$ cat config.mk
export PLATFORM = sky130hd
export DESIGN_NAME = srt_cell
export DESIGN_NICKNAME = d
export VERILOG_FILES = /design/src/rtl/srt_pkg.sv /design/src/rtl/srt_cell.sv
export SDC_FILE = /design/constraint.sdc
export NUM_CORES = 1
export LEC_CHECK = 0
export BUFFER_PORTS_ARGS = -buffer_cell sky130_fd_sc_hd__buf_2
export CAP_MARGIN = 15
export CORE_AREA = 4 4 176 178
export CTS_CLUSTER_DIAMETER = 100
export DETAILED_ROUTE_END_ITERATION = 10
export DIE_AREA = 0 0 180 182
export PLACE_DENSITY = 0.6
export RECOVER_POWER = 50
export SETUP_SLACK_MARGIN = 0.5
export SLEW_MARGIN = 20
export SYNTH_ARGS = -nofsm -noshare
export SYNTH_HDL_FRONTEND = slang
export SYNTH_SLANG_ARGS = --single-unit
$ cat constraint.sdc
create_clock -name clk_i -period 3.46 [get_ports clk_i]
set_input_delay 0.346 -clock clk_i [delete_from_list [all_inputs] [get_ports clk_i]]
set_output_delay 0.346 -clock clk_i [all_outputs]
set_load 0.1 [all_outputs]
$ cat src/rtl/srt_pkg.sv
// Shared types and codes of the sorted remap table unit.
`timescale 1ns / 1ps
package srt_pkg;

  localparam int unsigned CFG_W = 6;
  localparam logic [CFG_W-1:0] CAP_RESET = 6'd32;

  localparam logic [1:0] MODE_INSERT = 2'd0;
  localparam logic [1:0] MODE_LOOKUP = 2'd1;
  localparam logic [1:0] MODE_FLUSH  = 2'd2;

  localparam logic [1:0] KIND_LOOKUP = 2'd0;
  localparam logic [1:0] KIND_ENTRY  = 2'd1;
  localparam logic [1:0] KIND_INSERT = 2'd2;
  localparam logic [1:0] KIND_FLUSH  = 2'd3;

  typedef enum logic [1:0] {
    OP_HOLD,
    OP_INSERT,
    OP_COLLAPSE,
    OP_SHIFT_DOWN
  } cell_op_e;

  typedef struct packed {
    logic     cmp_en;
    cell_op_e op;
  } cell_ctrl_t;

  typedef struct packed {
    logic lt;
    logic hit_any;
    logic match_any;
  } chain_t;

endpackage

$ cat src/rtl/srt_cell.sv
// One slot of the sorted remap table: key pair, compare flags, neighbor handoff.
`timescale 1ns / 1ps
module srt_cell #(
  parameter int unsigned ADDRESS_BITS = 40
) (
  input  logic                    clk_i,
  input  logic                    rst_ni,
  input  srt_pkg::cell_ctrl_t     ctrl_i,
  input  logic [ADDRESS_BITS-1:0] key_i,
  input  logic [ADDRESS_BITS-1:0] req_old_i,
  input  logic [ADDRESS_BITS-1:0] req_new_i,
  input  logic                    lo_valid_i,
  input  logic [ADDRESS_BITS-1:0] lo_old_i,
  input  logic [ADDRESS_BITS-1:0] lo_new_i,
  input  srt_pkg::chain_t         lo_chain_i,
  input  logic [ADDRESS_BITS-1:0] lo_look_i,
  input  logic                    hi_valid_i,
  input  logic [ADDRESS_BITS-1:0] hi_old_i,
  input  logic [ADDRESS_BITS-1:0] hi_new_i,
  output logic                    valid_o,
  output logic [ADDRESS_BITS-1:0] old_o,
  output logic [ADDRESS_BITS-1:0] new_o,
  output srt_pkg::chain_t         chain_o,
  output logic [ADDRESS_BITS-1:0] look_o
);
  import srt_pkg::*;

  logic                    valid_q, valid_d;
  logic [ADDRESS_BITS-1:0] old_q, old_d;
  logic [ADDRESS_BITS-1:0] new_q, new_d;
  logic                    eq_old_q, eq_new_q, lt_q;
  logic                    own_lt, own_hit, own_match;

  assign own_lt    = valid_q & lt_q;
  assign own_hit   = valid_q & (eq_old_q | eq_new_q);
  assign own_match = valid_q & eq_old_q;

  assign chain_o.lt        = own_lt;
  assign chain_o.hit_any   = lo_chain_i.hit_any | own_hit;
  assign chain_o.match_any = lo_chain_i.match_any | own_match;
  assign look_o            = lo_look_i | (own_match ? new_q : '0);

  assign valid_o = valid_q;
  assign old_o   = old_q;
  assign new_o   = new_q;

  always_comb begin
    valid_d = valid_q;
    old_d   = old_q;
    new_d   = new_q;
    case (ctrl_i.op)
      OP_INSERT: begin
        if (!own_lt) begin
          if (lo_chain_i.lt) begin
            valid_d = 1'b1;
            old_d   = req_old_i;
            new_d   = req_new_i;
          end else begin
            valid_d = lo_valid_i;
            old_d   = lo_old_i;
            new_d   = lo_new_i;
          end
        end
      end
      OP_COLLAPSE: begin
        if (own_hit && !lo_chain_i.hit_any) begin
          new_d = req_new_i;
        end
      end
      OP_SHIFT_DOWN: begin
        valid_d = hi_valid_i;
        old_d   = hi_old_i;
        new_d   = hi_new_i;
      end
      default: begin
      end
    endcase
  end

  always_ff @(posedge clk_i or negedge rst_ni) begin
    if (!rst_ni) begin
      valid_q <= 1'b0;
    end else begin
      valid_q <= valid_d;
    end
  end

  always_ff @(posedge clk_i) begin
    old_q <= old_d;
    new_q <= new_d;
    if (ctrl_i.cmp_en) begin
      eq_old_q <= (old_q == key_i);
      eq_new_q <= (new_q == key_i);
      lt_q     <= (old_q < key_i);
    end
  end

endmodule

==> results.cfg <==
[global_routing]
grt_pass1_vias = 6656
grt_overflow = 0
antenna_found_initial = 0
grt_start_max_net_pins = 80
gr-usage-all-layers_pct = 17.63
grt_pass1_wl_um = 42790

[critical_path]
crit_start = valid_o$_DFFE_PN0P_
crit_chain = and2_2 -> a21o_1 -> buf_2
critPathBufInv = 1
timing.rr.start = old_o[39]$_DFFE_PP_
criticalPathCategory = flip-flop to primary output
end_kind = primary output
crit_required_ns = 3.11
start_kind = flip-flop
cp.arrival_ns = 2.19
cp_max_fo = 41
cp_top_family = simple AND/OR/NAND/NOR gates
critPathMaxStageDelay_ns = 0.76
critPathSlowestCell = and2_2

[status]
outcome = finished clean

[detailed_routing]
drt-pass1-iter-count = 4
drc_errors = 0
wl_um = 30740
ant_nets = 0
vias = 6674
wl_per_cell_um = 20.69
vias_per_cell = 4.491
drtIter0Drc = 257

[sta]
relSlewSlack_pct = 2.214
fmax_mhz = 394.6
fin_skew_ns = 0.01098
hold_viol = 0
drv_slew = 0
rsz0062_at_grt = false
finalCritPeriodShare_pct = 73.25
period_needed_ns = 2.534
holdWs_ns = 0.2631
finalSetupViolCount = 0
worst_pin_slew_ns = 1.467
finalSetupTns_ns = 0

[hold_path]
hp-start = hi_valid_i
hold_path_class = input port to flip-flop

[floorplan]
start_util_pct = 22.05
core-area_sq_mm = 0.02940
die_area_sq_mm = 0.03276
die-width_um = 180
ioPinCount = 454
fp-row-count = 63
die_y_um = 182

[clocking]
clk_latency_ns = 0.34
htree_levels = 3
cts_root_buf = clkbuf_16
clock-sinks = 84
cts_max_path_buffers = 2
clk_pin_slew_ns = 0.06
cts_tree = done
numCtsBuffers = 9
cts_resized = 0

[logic_synthesis]
syn-num-nets = 1029
syn_area_per_cell_sq_um = 9.837
yosysSeqAreaShare_pct = 38.83
ys_types = 38
synth_area_sq_mm = 0.006482
synth_warnings = 0
synthCells = 659
synth_seq_cells = 84

[placement]
portBuffers = 453
dp_hpwl_um = 26090
place.gp.congestion = 0.9556

[power_and_ir_drop]
ir_worst_vdd_mv = 0.2128
p_leak_nw = 4.554
power_density_mw_per_mm2 = 457.1

[final_layout]
area_growth_pct = 44.97
drive_gt1_share_pct = 39.87
layout_common_cells = 400 x buf_2, 83 x edfxtp_1, 79 x mux2i_1
mostFrequentLayoutCell = buf_2
final_nets = 1461
diodes = 0

[job]
drv_cap = 0
==> flip-flops by register name (all words and copies together), names as in the netlist <==
register	count
new_o	40
old_o	40
eq_new_q	1
eq_old_q	1
lt_q	1
valid_o	1
==> worst register-to-register path: stages, from the launching register on <==
cell and delay [ns]:
edfxtp_1 0.46, ha_1 0.38, nand4_2 0.19, nor4_4 0.42, nand4_2 0.22, a21oi_2 0.19, nor3_2 0.06
==> Yosys cell counts <==
cell type	count	share of area [%]
buf_1	1	0.058
a221oi_1	1	0.14
nor4_1	9	0.87
buf_4	3	0.35
a21oi_1	58	4.5
nand4_2	3	0.58
nand3_1	3	0.23
a21oi_2	1	0.14
o211ai_1	1	0.12
o21ai_1	11	0.85
a31oi_1	1	0.097
nand2_1	55	3.2
clkbuf_1	18	1.0
buf_2	17	1.3
nor2_1	7	0.41
or2_2	2	0.19
a21o_1	42	4.9
and2_1	2	0.19
o21ai_0	37	2.9
nor4_2	1	0.19
or3_1	1	0.097
xnor2_1	8	1.1
buf_6	3	0.52
nor3_2	2	0.31
edfxtp_1	83	38
nand2b_1	2	0.19
a22o_1	1	0.14
nor3b_1	2	0.23
ha_1	40	7.7
a211oi_1	39	4.5
nor2b_1	40	3.9
nor4_4	1	0.33
a221o_1	2	0.31
dfrtp_1	1	0.39
xor2_1	32	4.3
nand4_1	8	0.77
inv_1	42	2.4
mux2i_1	79	12
==> layout make-up <==
class | instances | area (sq um)
Fill cell | 3172 | 20000
Multi-Input combinational cell | 491 | 3607
Sequential cell | 84 | 2517
Timing Repair Buffer | 463 | 2293
Tap cell | 390 | 488.0
Clock buffer | 12 | 236.5
Inverter | 42 | 157.7
Clock inverter | 4 | 97.59
==> repair_timing <==
action                    CTS  global route
hold buffers                1             0
hold endpoints to repair    1             0
buffers inserted            0             0
==> kinds of logic after synthesis <==
| family | after synthesis | synth area share (%) |
|---|---|---|
| XOR/XNOR | 40 | 5.404 |
| adder cells (fa/ha/maj) | 40 | 7.721 |
| AO/OA/AOI/OAI | 194 | 18.49 |
| flip-flops | 84 | 38.83 |
| buffers and inverters | 84 | 5.713 |
| multiplexers | 79 | 12.20 |
| AND/OR/NAND/NOR | 138 | 11.64 |
==> power by group <==
| part | internal, mW | switching, mW |
|---|---|---|
| registers | 1.25 | 0.119 |
| clock network | 0.708 | 0.423 |
| logic | 0.418 | 1.38 |
| total | 2.38 | 1.92 |
==> layer usage <==
layer / wire length (um) / vias up / GRT usage (%)
met4: 764 / 0 / 4.968
met2: 15680 / 328 / 32.55
met1: 12170 / 3041 / 19.93
met3: 2129 / 27 / 4.788
li1: - / 3278 / -
met5: 0 / - / 0
==> per-stage QoR <==
step | area [sq um] | utilization [%] | power, mW | instances | worst slack (ns)
final | 9398 | 31.96 | 4.296 | 1486 | 0.9257
after global routing | 9398 | 31.96 | 4.492 | 1486 | 0.7802
after CTS | 9464 | 32.19 | 4.377 | 1486 | 0.8937
after detailed placement | 9120 | 31.02 | 3.219 | 1469 | 1.233
after global placement | 9120 | 31.02 | 3.208 | 1469 | 1.207
after floorplan | 6490 | - | 2.676 | 659 | 0.6919
==> final timing paths <==
kind,endpoint,slack [ns],cells past startpoint
min in group asynchronous,valid_o$_DFFE_PN0P_,0.35,2
setup / recovery,look_o[17],0.93,3
setup reg to reg,lt_q$_DFFE_PP_,1.30,6
hold reg to reg,valid_o$_DFFE_PN0P_,0.59,1
max in group asynchronous,valid_o$_DFFE_PN0P_,2.99,2
hold / removal,valid_o$_DFFE_PN0P_,0.26,2
Note: power is estimated with default switching activity, not from simulation.
